File: src/sv/tmfa_pkg.sv
package tmfa_pkg;

	localparam int QDEPTH = 2;
	localparam int QPTR_W = $clog2(QDEPTH);
	localparam int QCNT_W = $clog2(QDEPTH + 1);

	localparam logic signed [31:0] COEF_A = 32'sd1852966853;
	localparam logic signed [31:0] COEF_B = -32'sd811692739;
	localparam logic signed [31:0] COEF_C = 32'sd32467710;
	localparam logic signed [63:0] FILT_ROUND = 64'sd536870912;

	localparam logic signed [31:0] S32_MAX = 32'sh7FFF_FFFF;
	localparam logic signed [31:0] S32_MIN = 32'sh8000_0000;

	localparam logic [1:0] REG_RPM_SCALE     = 2'd0;
	localparam logic [1:0] REG_JAM_THRESHOLD = 2'd1;
	localparam logic [1:0] REG_JAM_TICKS     = 2'd2;
	localparam logic [1:0] REG_REVERSE_TICKS = 2'd3;

	typedef struct packed {
		logic [23:0] rpm_scale;
		logic [30:0] jam_speed_threshold;
		logic [15:0] jam_ticks;
		logic [15:0] reverse_ticks;
	} cfg_t;

	typedef enum logic [1:0] {
		STEP_NONE,
		STEP_DEC,
		STEP_INC
	} step_t;

	typedef struct packed {
		logic signed [31:0] x;
		step_t              step;
		logic [12:0]        encoder_now;
		logic signed [31:0] target_speed;
		logic               antijam_enable;
	} job_t;

	typedef enum logic [2:0] {
		B_IDLE,
		B_MUL_A,
		B_MUL_B,
		B_MUL_C,
		B_FINISH,
		B_EMIT
	} back_state_t;

	typedef enum logic [1:0] {
		MSEL_A,
		MSEL_B,
		MSEL_C
	} mul_sel_t;

	typedef struct packed {
		logic     pop;
		mul_sel_t mul_sel;
		logic     mul_en;
		logic     acc_init;
		logic     acc_add;
		logic     finish;
		logic     emit;
	} back_ctrl_t;

endpackage

File: src/sv/trigger_motor_feedback_antijam_top.sv
// channel   direction  handshake             payload
// in        to block   in_valid / in_stall   encoder_now, encoder_before, motor_rpm,
//                                            target_speed, antijam_enable
// out       from block out_valid / out_stall filtered_speed, turn_count,
//                                            multiturn_position, speed_command, reversing
// cfg       to block   cfg_we                cfg_index, cfg_data
//
// An item passes the front stage register, then the back sequencer, which takes it from the
// queue, forms three products on the shared 32x32 multiplier, sums and saturates, and loads
// the output register. The sequencer takes a new item only after loading the last result.
// Reset loads the register defaults and clears filter, turn and jam state.
// A stalled output holds the back sequencer; the two-entry queue and the front stage keep
// taking items until both are full.
module trigger_motor_feedback_antijam_top #(
	parameter int ENCODER_RANGE = 8191,
	parameter int TURN_LIMIT    = 18
) (
	input  logic               clk,
	input  logic               arst_n,
	input  logic               cfg_we,
	input  logic [1:0]         cfg_index,
	input  logic [30:0]        cfg_data,
	input  logic               in_valid,
	output logic               in_stall,
	input  logic [12:0]        encoder_now,
	input  logic [12:0]        encoder_before,
	input  logic signed [15:0] motor_rpm,
	input  logic signed [31:0] target_speed,
	input  logic               antijam_enable,
	output logic               out_valid,
	input  logic               out_stall,
	output logic signed [31:0] filtered_speed,
	output logic signed [5:0]  turn_count,
	output logic signed [18:0] multiturn_position,
	output logic signed [31:0] speed_command,
	output logic               reversing
);
	import tmfa_pkg::*;

	cfg_t cfg_q;
	logic push;
	logic push_ready;
	job_t push_job;
	logic pop_valid;
	logic pop;
	job_t pop_job;

	always_ff @(posedge clk or negedge arst_n) begin
		if (!arst_n) begin
			cfg_q.rpm_scale           <= 24'd48803;
			cfg_q.jam_speed_threshold <= 31'd65536;
			cfg_q.jam_ticks           <= 16'd700;
			cfg_q.reverse_ticks       <= 16'd500;
		end else if (cfg_we) begin
			case (cfg_index)
				REG_RPM_SCALE:     cfg_q.rpm_scale           <= cfg_data[23:0];
				REG_JAM_THRESHOLD: cfg_q.jam_speed_threshold <= cfg_data;
				REG_JAM_TICKS:     cfg_q.jam_ticks           <= cfg_data[15:0];
				REG_REVERSE_TICKS: cfg_q.reverse_ticks       <= cfg_data[15:0];
				default:           cfg_q                     <= cfg_q;
			endcase
		end
	end

	tmfa_front #(
		.ENCODER_RANGE(ENCODER_RANGE)
	) u_front (
		.clk           (clk),
		.arst_n        (arst_n),
		.in_valid      (in_valid),
		.in_stall      (in_stall),
		.encoder_now   (encoder_now),
		.encoder_before(encoder_before),
		.motor_rpm     (motor_rpm),
		.target_speed  (target_speed),
		.antijam_enable(antijam_enable),
		.rpm_scale     (cfg_q.rpm_scale),
		.push          (push),
		.push_ready    (push_ready),
		.push_job      (push_job)
	);

	tmfa_queue u_queue (
		.clk       (clk),
		.arst_n    (arst_n),
		.push      (push),
		.push_ready(push_ready),
		.push_job  (push_job),
		.pop_valid (pop_valid),
		.pop       (pop),
		.pop_job   (pop_job)
	);

	tmfa_back #(
		.ENCODER_RANGE(ENCODER_RANGE),
		.TURN_LIMIT   (TURN_LIMIT)
	) u_back (
		.clk               (clk),
		.arst_n            (arst_n),
		.cfg               (cfg_q),
		.pop_valid         (pop_valid),
		.pop               (pop),
		.pop_job           (pop_job),
		.out_valid         (out_valid),
		.out_stall         (out_stall),
		.filtered_speed    (filtered_speed),
		.turn_count        (turn_count),
		.multiturn_position(multiturn_position),
		.speed_command     (speed_command),
		.reversing         (reversing)
	);

endmodule

File: src/sv/tmfa_front.sv
module tmfa_front #(
	parameter int ENCODER_RANGE = 8191
) (
	input  logic                clk,
	input  logic                arst_n,
	input  logic                in_valid,
	output logic                in_stall,
	input  logic [12:0]         encoder_now,
	input  logic [12:0]         encoder_before,
	input  logic signed [15:0]  motor_rpm,
	input  logic signed [31:0]  target_speed,
	input  logic                antijam_enable,
	input  logic [23:0]         rpm_scale,
	output logic                push,
	input  logic                push_ready,
	output tmfa_pkg::job_t      push_job
);
	import tmfa_pkg::*;

	localparam int HALF_I = (ENCODER_RANGE + 1) / 2;
	localparam logic signed [17:0] HALF_P = 18'(HALF_I);
	localparam logic signed [17:0] HALF_N = -HALF_P;
	localparam logic signed [40:0] X_MAX = 41'sh00_7FFF_FFFF;
	localparam logic signed [40:0] X_MIN = -41'sh00_8000_0000;

	logic               valid_q;
	logic [12:0]        now_q;
	logic [12:0]        before_q;
	logic signed [15:0] rpm_q;
	logic signed [31:0] target_q;
	logic               enable_q;

	logic signed [40:0] prod;
	logic signed [40:0] shifted;
	logic signed [17:0] diff;
	logic               accept;

	assign in_stall = valid_q && !push_ready;
	assign accept   = in_valid && !in_stall;
	assign push     = valid_q && push_ready;

	always_ff @(posedge clk or negedge arst_n) begin
		if (!arst_n) begin
			valid_q <= 1'b0;
		end else if (accept) begin
			valid_q <= 1'b1;
		end else if (push) begin
			valid_q <= 1'b0;
		end
	end

	always_ff @(posedge clk) begin
		if (accept) begin
			now_q    <= encoder_now;
			before_q <= encoder_before;
			rpm_q    <= motor_rpm;
			target_q <= target_speed;
			enable_q <= antijam_enable;
		end
	end

	always_comb begin
		prod    = 41'(rpm_q) * 41'($signed({1'b0, rpm_scale}));
		shifted = (prod + 41'sd128) >>> 8;
		diff    = $signed({5'b0, now_q}) - $signed({5'b0, before_q});

		push_job.encoder_now    = now_q;
		push_job.target_speed   = target_q;
		push_job.antijam_enable = enable_q;

		if (shifted > X_MAX) begin
			push_job.x = S32_MAX;
		end else if (shifted < X_MIN) begin
			push_job.x = S32_MIN;
		end else begin
			push_job.x = shifted[31:0];
		end

		if (diff > HALF_P) begin
			push_job.step = STEP_DEC;
		end else if (diff < HALF_N) begin
			push_job.step = STEP_INC;
		end else begin
			push_job.step = STEP_NONE;
		end
	end

endmodule

File: src/sv/tmfa_queue.sv
module tmfa_queue (
	input  logic           clk,
	input  logic           arst_n,
	input  logic           push,
	output logic           push_ready,
	input  tmfa_pkg::job_t push_job,
	output logic           pop_valid,
	input  logic           pop,
	output tmfa_pkg::job_t pop_job
);
	import tmfa_pkg::*;

	job_t              mem [QDEPTH];
	logic [QPTR_W-1:0] wr_ptr_q;
	logic [QPTR_W-1:0] rd_ptr_q;
	logic [QCNT_W-1:0] cnt_q;
	logic              do_pop;

	assign push_ready = cnt_q != QCNT_W'(QDEPTH);
	assign pop_valid  = cnt_q != '0;
	assign pop_job    = mem[rd_ptr_q];
	assign do_pop     = pop && pop_valid;

	always_ff @(posedge clk) begin
		if (push) begin
			mem[wr_ptr_q] <= push_job;
		end
	end

	always_ff @(posedge clk or negedge arst_n) begin
		if (!arst_n) begin
			wr_ptr_q <= '0;
			rd_ptr_q <= '0;
			cnt_q    <= '0;
		end else begin
			if (push) begin
				wr_ptr_q <= (wr_ptr_q == QPTR_W'(QDEPTH - 1)) ? '0 : wr_ptr_q + 1'b1;
			end
			if (do_pop) begin
				rd_ptr_q <= (rd_ptr_q == QPTR_W'(QDEPTH - 1)) ? '0 : rd_ptr_q + 1'b1;
			end
			case ({push, do_pop})
				2'b10:   cnt_q <= cnt_q + 1'b1;
				2'b01:   cnt_q <= cnt_q - 1'b1;
				default: cnt_q <= cnt_q;
			endcase
		end
	end

endmodule

File: src/sv/tmfa_back.sv
module tmfa_back #(
	parameter int ENCODER_RANGE = 8191,
	parameter int TURN_LIMIT    = 18
) (
	input  logic               clk,
	input  logic               arst_n,
	input  tmfa_pkg::cfg_t     cfg,
	input  logic               pop_valid,
	output logic               pop,
	input  tmfa_pkg::job_t     pop_job,
	output logic               out_valid,
	input  logic               out_stall,
	output logic signed [31:0] filtered_speed,
	output logic signed [5:0]  turn_count,
	output logic signed [18:0] multiturn_position,
	output logic signed [31:0] speed_command,
	output logic               reversing
);
	import tmfa_pkg::*;

	localparam logic signed [5:0]  TL_P   = 6'(TURN_LIMIT);
	localparam logic signed [5:0]  TL_N   = -TL_P;
	localparam logic signed [5:0]  WRAP_P = 6'(TURN_LIMIT - 1);
	localparam logic signed [5:0]  WRAP_N = -WRAP_P;
	localparam logic signed [23:0] RANGE_S = 24'(ENCODER_RANGE);

	back_state_t        state_q;
	back_state_t        state_d;
	back_ctrl_t         ctrl;

	job_t               job_q;
	logic signed [63:0] prod_q;
	logic signed [63:0] acc_q;
	logic signed [31:0] older_q;
	logic signed [31:0] newest_q;
	logic signed [5:0]  turns_q;
	logic [15:0]        stall_q;
	logic [15:0]        revc_q;
	logic               out_valid_q;
	logic               out_load;

	logic signed [31:0] coef;
	logic signed [31:0] mul_in;
	logic signed [63:0] sum;
	logic signed [63:0] sum_sh;
	logic signed [31:0] speed_new;
	logic signed [5:0]  turns_step;
	logic signed [5:0]  turns_new;
	logic signed [23:0] pos;
	logic               rev;
	logic signed [31:0] cmd;
	logic [31:0]        mag;
	logic               slow;

	assign out_load  = !out_valid_q || !out_stall;
	assign out_valid = out_valid_q;
	assign pop       = ctrl.pop;

	always_comb begin
		state_d = state_q;
		case (state_q)
			B_IDLE:   if (pop_valid) state_d = B_MUL_A;
			B_MUL_A:  state_d = B_MUL_B;
			B_MUL_B:  state_d = B_MUL_C;
			B_MUL_C:  state_d = B_FINISH;
			B_FINISH: state_d = B_EMIT;
			B_EMIT:   if (out_load) state_d = B_IDLE;
			default:  state_d = B_IDLE;
		endcase
	end

	always_comb begin
		ctrl = '{pop: 1'b0, mul_sel: MSEL_A, mul_en: 1'b0, acc_init: 1'b0,
			acc_add: 1'b0, finish: 1'b0, emit: 1'b0};
		case (state_q)
			B_IDLE: ctrl.pop = pop_valid;
			B_MUL_A: begin
				ctrl.mul_sel = MSEL_A;
				ctrl.mul_en  = 1'b1;
			end
			B_MUL_B: begin
				ctrl.mul_sel  = MSEL_B;
				ctrl.mul_en   = 1'b1;
				ctrl.acc_init = 1'b1;
			end
			B_MUL_C: begin
				ctrl.mul_sel = MSEL_C;
				ctrl.mul_en  = 1'b1;
				ctrl.acc_add = 1'b1;
			end
			B_FINISH: ctrl.finish = 1'b1;
			B_EMIT:   ctrl.emit   = out_load;
			default:  ctrl.pop    = 1'b0;
		endcase
	end

	always_comb begin
		case (ctrl.mul_sel)
			MSEL_A: begin
				coef   = COEF_A;
				mul_in = newest_q;
			end
			MSEL_B: begin
				coef   = COEF_B;
				mul_in = older_q;
			end
			MSEL_C: begin
				coef   = COEF_C;
				mul_in = job_q.x;
			end
			default: begin
				coef   = COEF_A;
				mul_in = newest_q;
			end
		endcase

		sum    = acc_q + prod_q;
		sum_sh = sum >>> 30;
		if (sum_sh > 64'(S32_MAX)) begin
			speed_new = S32_MAX;
		end else if (sum_sh < 64'(S32_MIN)) begin
			speed_new = S32_MIN;
		end else begin
			speed_new = sum_sh[31:0];
		end

		case (job_q.step)
			STEP_DEC: turns_step = turns_q - 6'sd1;
			STEP_INC: turns_step = turns_q + 6'sd1;
			default:  turns_step = turns_q;
		endcase
		if (turns_step >= TL_P) begin
			turns_new = WRAP_N;
		end else if (turns_step <= TL_N) begin
			turns_new = WRAP_P;
		end else begin
			turns_new = turns_step;
		end

		pos = 24'(turns_q) * RANGE_S + $signed({11'b0, job_q.encoder_now});

		rev = stall_q >= cfg.jam_ticks;
		if (!rev) begin
			cmd = job_q.target_speed;
		end else if (job_q.target_speed == S32_MIN) begin
			cmd = S32_MAX;
		end else begin
			cmd = -job_q.target_speed;
		end
		mag  = newest_q[31] ? 32'(-newest_q) : 32'(newest_q);
		slow = mag < {1'b0, cfg.jam_speed_threshold};
	end

	always_ff @(posedge clk or negedge arst_n) begin
		if (!arst_n) begin
			state_q     <= B_IDLE;
			older_q     <= '0;
			newest_q    <= '0;
			turns_q     <= '0;
			stall_q     <= '0;
			revc_q      <= '0;
			out_valid_q <= 1'b0;
		end else begin
			state_q <= state_d;
			if (ctrl.finish) begin
				older_q  <= newest_q;
				newest_q <= speed_new;
				turns_q  <= turns_new;
			end
			if (ctrl.emit && job_q.antijam_enable) begin
				if (slow && !rev) begin
					stall_q <= stall_q + 16'd1;
					revc_q  <= '0;
				end else if (stall_q == cfg.jam_ticks && revc_q < cfg.reverse_ticks) begin
					revc_q <= revc_q + 16'd1;
				end else begin
					stall_q <= '0;
				end
			end
			if (ctrl.emit) begin
				out_valid_q <= 1'b1;
			end else if (!out_stall) begin
				out_valid_q <= 1'b0;
			end
		end
	end

	always_ff @(posedge clk) begin
		if (ctrl.pop) begin
			job_q <= pop_job;
		end
		if (ctrl.mul_en) begin
			prod_q <= coef * mul_in;
		end
		if (ctrl.acc_init) begin
			acc_q <= prod_q + FILT_ROUND;
		end else if (ctrl.acc_add) begin
			acc_q <= sum;
		end
		if (ctrl.emit) begin
			filtered_speed     <= newest_q;
			turn_count         <= turns_q;
			multiturn_position <= pos[18:0];
			speed_command      <= job_q.antijam_enable ? cmd : '0;
			reversing          <= job_q.antijam_enable && rev;
		end
	end

endmodule

File: config.mk
export PLATFORM = sky130hd
export DESIGN_NAME = trigger_motor_feedback_antijam_top
export DESIGN_NICKNAME = d
export VERILOG_FILES = /design/src/sv/tmfa_pkg.sv /design/src/sv/trigger_motor_feedback_antijam_top.sv /design/src/sv/tmfa_front.sv /design/src/sv/tmfa_queue.sv /design/src/sv/tmfa_back.sv
export SDC_FILE = /design/constraint.sdc
export NUM_CORES = 2
export LEC_CHECK = 0
export BUFFER_PORTS_ARGS = -buffer_cell sky130_fd_sc_hd__buf_2
export CAP_MARGIN = 20
export CORE_MARGIN = 2
export CORE_UTILIZATION = 30
export DETAILED_ROUTE_END_ITERATION = 10
export SLEW_MARGIN = 10
export SYNTH_ARGS = -nofsm -noshare
export SYNTH_HDL_FRONTEND = slang
export SYNTH_HIERARCHICAL = 1
export SYNTH_SLANG_ARGS = --single-unit
File: constraint.sdc
create_clock -name clk -period 11.4 [get_ports clk]
set_input_delay 0.57 -clock clk [delete_from_list [all_inputs] [get_ports clk]]
set_output_delay 0.57 -clock clk [all_outputs]
set_load 0.01 [all_outputs]
After elaboration in Yosys (flattened, before gate mapping). Memories as Yosys holds them, arrays and structs flattened. A register that Yosys moved wholly into a read port is not among the register bits. Index checks and enable logic that the tools add are counted.

Add/sub/neg operators: 15. Multiply operators: 3. Order comparisons: 11. Equality and inequality tests: 21. Muxes and demuxes: 38. Reduce and logical (&&, ||, !) cells: 28.

Operators with widths (count): $mux W32 (7); $mux W64 (2); $pmux W32 S2 (2); $add A64 B31 Y64 const B (1); $add A64 B64 Y64 (1); $mul A32 B32 Y64 (1); $mux W16 (4); $neg A32 Y32 (2); $add A41 B9 Y41 const B (1); $mul A16 B25 Y41 (1); $gt A34 B32 Y1 const B (1); $lt A34 B32 Y1 const B (1); $gt A33 B32 Y1 const B (1); $lt A33 B32 Y1 const B (1); $add A16 B1 Y16 const B (2); $eq A32 B32 Y1 const B (1); $lt A32 B31 Y1 (1); $add A19 B14 Y19 (1); $mul A6 B14 Y19 const B (1); $gt A18 B14 Y1 const B (1); $lt A18 B13 Y1 const B (1); $pmux W3 S6 (1); $eq A16 B16 Y1 (1); $ge A16 B16 Y1 (1); other kinds (30) (79).

Flip-flop bits (word level): 491. Bits in writable memories: 160. Output and inout port bits: 92. Memories kept: 1.

Memory list: u_queue.mem (depth 2, bits a word 80, rd ports 1, clocked after Yosys merged registers in 1, write ports 1, line tmfa_queue.sv:13) `job_t mem [QDEPTH];`.

Longest topological paths before layout.
Depth in word-level cells: 6. Mapped depth: 43.

Hierarchy. Netlist, hierarchy kept.

Modules (own cells, without submodules): tmfa_back (instances 1, cells an instance 5376, area each 54987.7 µm², seq. area each 11601.1 µm²); tmfa_front (instances 1, cells an instance 1744, area each 16241.8 µm², seq. area each 2277.2 µm²); tmfa_queue (instances 1, cells an instance 266, area each 6368.6 µm², seq. area each 4904.7 µm²); trigger_motor_feedback_antijam_top (instances 1, cells an instance 185, area each 3299.4 µm², seq. area each 2205.9 µm²).

Worst setup path after synthesis. No wires, ideal clock.

Path kind: reg2reg. Start point: register u_back.state_q[0]. End point: register u_queue.cnt_q[1]. Setup time: 0.079 ns. Arrival time: 10.552 ns. Path slack: 0.769 ns. Cell stages (with the launch flop): 7. Clock period less this slack: 10.631 ns. Path through: dfrtp_1 -> clkbuf_1 -> nor4b_1 -> and2_4 -> ha_1 -> nor2_1 -> xor2_1.

Longest elaborated chain between the ends: 5. Elaborated cells on any way between the ends: 7. Those cells by class: 2 x eq/ne; 2 x mux; 3 x reduce/logical.

RTL lines: start: declaration (line tmfa_back.sv:27) `back_state_t state_q;`; start signal: assignment (line tmfa_back.sv:164) `state_q <= state_d;`; $logic_not A3 Y1 (*) (line tmfa_back.sv:75) `case (state_q)`; $mux W1 (*) (line tmfa_back.sv:75); named net pop (line trigger_motor_feedback_antijam_top.sv:45) `logic pop;`; $logic_and A1 B1 Y1 (*) (line tmfa_queue.sv:22) `assign do_pop = pop && pop_valid;`; named net u_queue.do_pop (line tmfa_queue.sv:17) `logic do_pop;`; $eq A2 B1 Y1 or $eq A2 B2 Y1 (tied branches) (line tmfa_queue.sv:42) `case ({push, do_pop})`; $pmux W2 S2 or $reduce_bool A2 Y1 (tied branches); end signal: assignment (line tmfa_queue.sv:43) `2'b10: cnt_q <= cnt_q + 1'b1;`; end signal: assignment (line tmfa_queue.sv:44) `2'b01: cnt_q <= cnt_q - 1'b1;`; end signal: assignment (line tmfa_queue.sv:45) `default: cnt_q <= cnt_q;`; end: declaration (line tmfa_queue.sv:16) `logic [QCNT_W-1:0] cnt_q;`.

The timed path passes the listed nets; every way through them passes the cells marked *. A chain may end at the register's enable or synchronous reset.

Worst setup path after layout.
Start point: register u_back.state_q[0]. End point: register u_back.prod_q[61] (data pin).

Longest elaborated chain between the ends: 5. Elaborated cells on any way between the ends: 9. Those cells by class: 1 x mul; 5 x eq/ne; 3 x mux.

RTL lines: $eq A3 B2 Y1 or $eq A3 B1 Y1 (tied branches) (line tmfa_back.sv:75); $pmux W3 S3 (*) (line tmfa_back.sv:75); $eq A2 B2 Y1 or $eq A2 B1 Y1 (tied branches) (line tmfa_back.sv:98) `case (ctrl.mul_sel)`; $pmux W32 S2 (line tmfa_back.sv:98); $mul A32 B32 Y64 (*) (line tmfa_back.sv:193) `prod_q <= coef * mul_in;`; end signal: assignment (line tmfa_back.sv:193); end: declaration (line tmfa_back.sv:32) `logic signed [63:0] prod_q;`.

Mark *: on every way between the ends. The rest lies on a longest branch, timed or not.

==> results.py <==
metrics = {
    "yosys": {
        "yosys.area.top_type": "fa_1",
        "synth_mux_area_share_pct": 2.84,
        "synth.top_cell.area_share_pct": 32.4,
        "synth_flop_cell": "edfxtp_1",
        "synth_xor_area_share_pct": 3.30,
        "synth-compound-area-share_pct": 8.03,
        "syn_area_sq_um": 80900,
        "synth_adder_area_share_pct": 41.4,
        "yosys-top-cells-area": "fa_1 32%, edfxtp_1 20%, ha_1 8.9%",
        "yosysSeqAreaShare_pct": 25.9,
        "synth_top_family_by_area": "adder cells",
        "syn-num-nets": 9571,
        "syn_area_per_cell_sq_um": 10.7,
        "synth_simple_gate_area_share_pct": 8.95,
        "synth_edf_count": 533,
        "ys_warn_count": 6,
        "postSynth.asyncResetShare_pct": 27.1,
        "synth_cells": 7571,
        "ys_ff_latch": 731,
        "ys_types": 111,
    },
    "setup_path": {
        "end_kind": "flip-flop",
        "crit_path_start_kind": "flip-flop",
        "r2r_slack_ns": 0.52,
        "crit_type": "flip-flop to flip-flop",
        "r2r_start": "u_back/state_q[0]",
        "cp_top_family": "adder cells",
        "required_ns": 11.93,
        "cp_slowest_stage_delay_ns": 0.70,
        "crit_path_start": "u_back/state_q[0]",
        "path_buf_inv": 9,
        "worstPathArrival_ns": 11.41,
        "crit_path_max_fanout": 8,
        "cp_common_cell": "fa_1",
        "slowest_stage": "a2111oi_0",
    },
    "run_status": {
        "status": "finished clean",
    },
    "clock_network": {
        "clock_latency_ns": 0.73,
        "clk_pin_slew_ns": 0.06,
        "root_buffer": "clkbuf_16",
        "h-tree-depth": 3,
        "cts_sinks": 731,
        "clock_path_buffers": 3,
        "cts_buffers": 88,
        "cts_tree": "built",
    },
    "grt": {
        "grt_max_degree": 152,
        "gr-total-overflow": 0,
        "grt_usage_pct": 18.3,
        "grt_pass1_vias": 58400,
        "antenna_found_initial": 24,
        "grt_pass1_wl_microns": 376000,
    },
    "cells_and_area": {
        "drive_gt1_share_pct": 10.6,
        "fillers": 27200,
        "multi_input_area_sq_um": 52300,
        "nets": 9868,
        "ff_latch_area_sq_um": 21000,
        "area_growth_pct": 11.7,
    },
    "timing": {
        "fmax_mhz": 91.9,
        "maxSlewViolCount": 0,
        "skew_ns": 0.0442,
        "tns_ns": 0,
        "max-slew-margin-rel_pct": 25.3,
        "tightest_slew_ns": 1.12,
        "setup_viol": 0,
        "min_period_over_period_pct": 95.5,
        "rsz0062_at_grt": "no",
        "hold_viol": 0,
        "period_needed_ns": 10.88,
    },
    "floorplanning": {
        "initial_utilization_pct": 30.2,
        "die_area_sq_um": 274000,
        "ioPinCount": 205,
        "die-width_microns": 523,
        "row_count": 190,
        "die_h_microns": 523,
        "core_area_sq_um": 268000,
    },
    "hold_path": {
        "hp-start": "encoder_now[10]",
        "min_path_type": "input pin to flip-flop",
    },
    "drt": {
        "via_count": 54800,
        "viasPerCell": 4.77,
        "wl_microns": 250000,
        "route.detailed.drc": 0,
        "ant_nets": 0,
        "drtIter0Drc": 4338,
        "wl_per_cell_microns": 21.7,
        "firstDrtPassIters": 6,
    },
    "job": {
        "drv_cap": 0,
    },
    "placement": {
        "place.port_buffers": 204,
        "finalWeightedCongestion": 1.02,
        "place_hpwl_microns": 209000,
    },
}
==> logic make-up (layout without fill, tap and decap cells) <==
kind of cell / after synthesis / in the layout
simple gates: 1493 / 1493
fa+ha+maj: 1890 / 1890
xor+xnor: 305 / 305
mux: 178 / 178
buf+inv: 1985 / 2356
flops: 731 / 731
other cells: 1 / 9
compound gates: 988 / 988
==> final cells by class <==
type                            instances  area share (%)
Sequential cell                       731            23.2
Antenna cell                            8          0.0222
Multi-Input combinational cell       4855            57.9
Tap cell                             3552            4.92
Timing Repair Buffer                  432            3.31
Inverter                             1760            7.31
Clock buffer                          109            2.68
Clock inverter                         55           0.663
==> what timing repair did <==
item,CTS,global route
gates resized for setup,0,0
setup buffers,0,0
hold buffers,62,0
endpoints found under the hold margin,108,0
==> worst paths after layout <==
check / endpoint / depth (start not counted)
max in group asynchronous: u_queue/rd_ptr_q / 3
worst min-delay path: u_front/now_q[10] / 1
worst max register to register: u_back/prod_q[61] / 36
min in group asynchronous: u_back/newest_q[24] / 2
worst max-delay path: u_back/prod_q[61] / 36
worst min register to register: u_queue/mem[1][8] / 0
==> state kept, by name, indices dropped and copies added (netlist names), 2 cells and up <==
name,count
u_queue/mem,160
cfg_q,87
u_back/job_q,80
u_back/acc_q,64
u_back/prod_q,64
u_back/filtered_speed,32
u_back/newest_q,32
u_back/older_q,32
u_back/speed_command,32
u_front/target_q,32
u_back/multiturn_position,19
u_back/revc_q,16
u_back/stall_q,16
u_front/rpm_q,16
u_front/before_q,13
u_front/now_q,13
u_back/turn_count,6
u_back/turns_q,6
u_back/state_q,3
u_queue/cnt_q,2
==> cells in the mapped netlist (30+ instances only) <==
master       n
o21bai_1    31
mux2_4      80
and2_1     201
dfrtp_1    175
ha_1       576
a21oi_1    318
mux2_2      91
nand2_1    534
a22oi_1     30
nand4_1     60
and3_1      46
nor3_1      57
clkbuf_1   174
xor2_1     101
o21ai_0    190
o21a_1      39
a211oi_1    30
nor2_1     304
nand2b_1    53
or2_2       31
nand3_1     74
xnor2_1    204
a21o_1     117
inv_1     1759
fa_1      1311
edfxtp_1   533
==> routing by layer <==
metal | routed length, microns | vias to the layer above | GRT usage, %
li1 | - | 24700 | -
met1 | 110000 | 28000 | 25.1
met2 | 116000 | 1771 | 29.7
met3 | 17600 | 325 | 3.64
met4 | 6470 | 14 | 4.55
met5 | 80 | - | 0
==> cells in the final DEF, fill, tap and decap left out, drive strengths merged, types with 205 or more instances in the layout <==
cell type | Yosys | final
o21ai | 216 | 216
a21oi | 325 | 325
buf | 50 | 370
fa | 1311 | 1311
ha | 576 | 576
and2 | 205 | 205
nand2 | 535 | 535
inv | 1760 | 1782
nor2 | 306 | 306
edfxtp | 533 | 533
==> per-stage QoR <==
| stage | instances | utilization (%) | hold slack [ns] | cell area [sq um] | setup slack (ns) |
|---|---|---|---|---|---|
| floorplan | 7571 | - | 0.274 | 80900 | 0.769 |
| global placement | 11300 | 32.3 | 0.424 | 86600 | 0.797 |
| detailed placement | 11300 | 32.3 | 0.432 | 86600 | 0.702 |
| CTS | 11500 | 33.7 | 0.000515 | 90300 | 0.643 |
| global route | 11500 | 33.7 | 0.0103 | 90300 | 0.0188 |
| finish | 11500 | 33.7 | 0.0575 | 90300 | 0.516 |
Power is left out: the tool's default activity adds up to more than one toggle a clock period on the data nets, which glitch-free logic cannot reach.
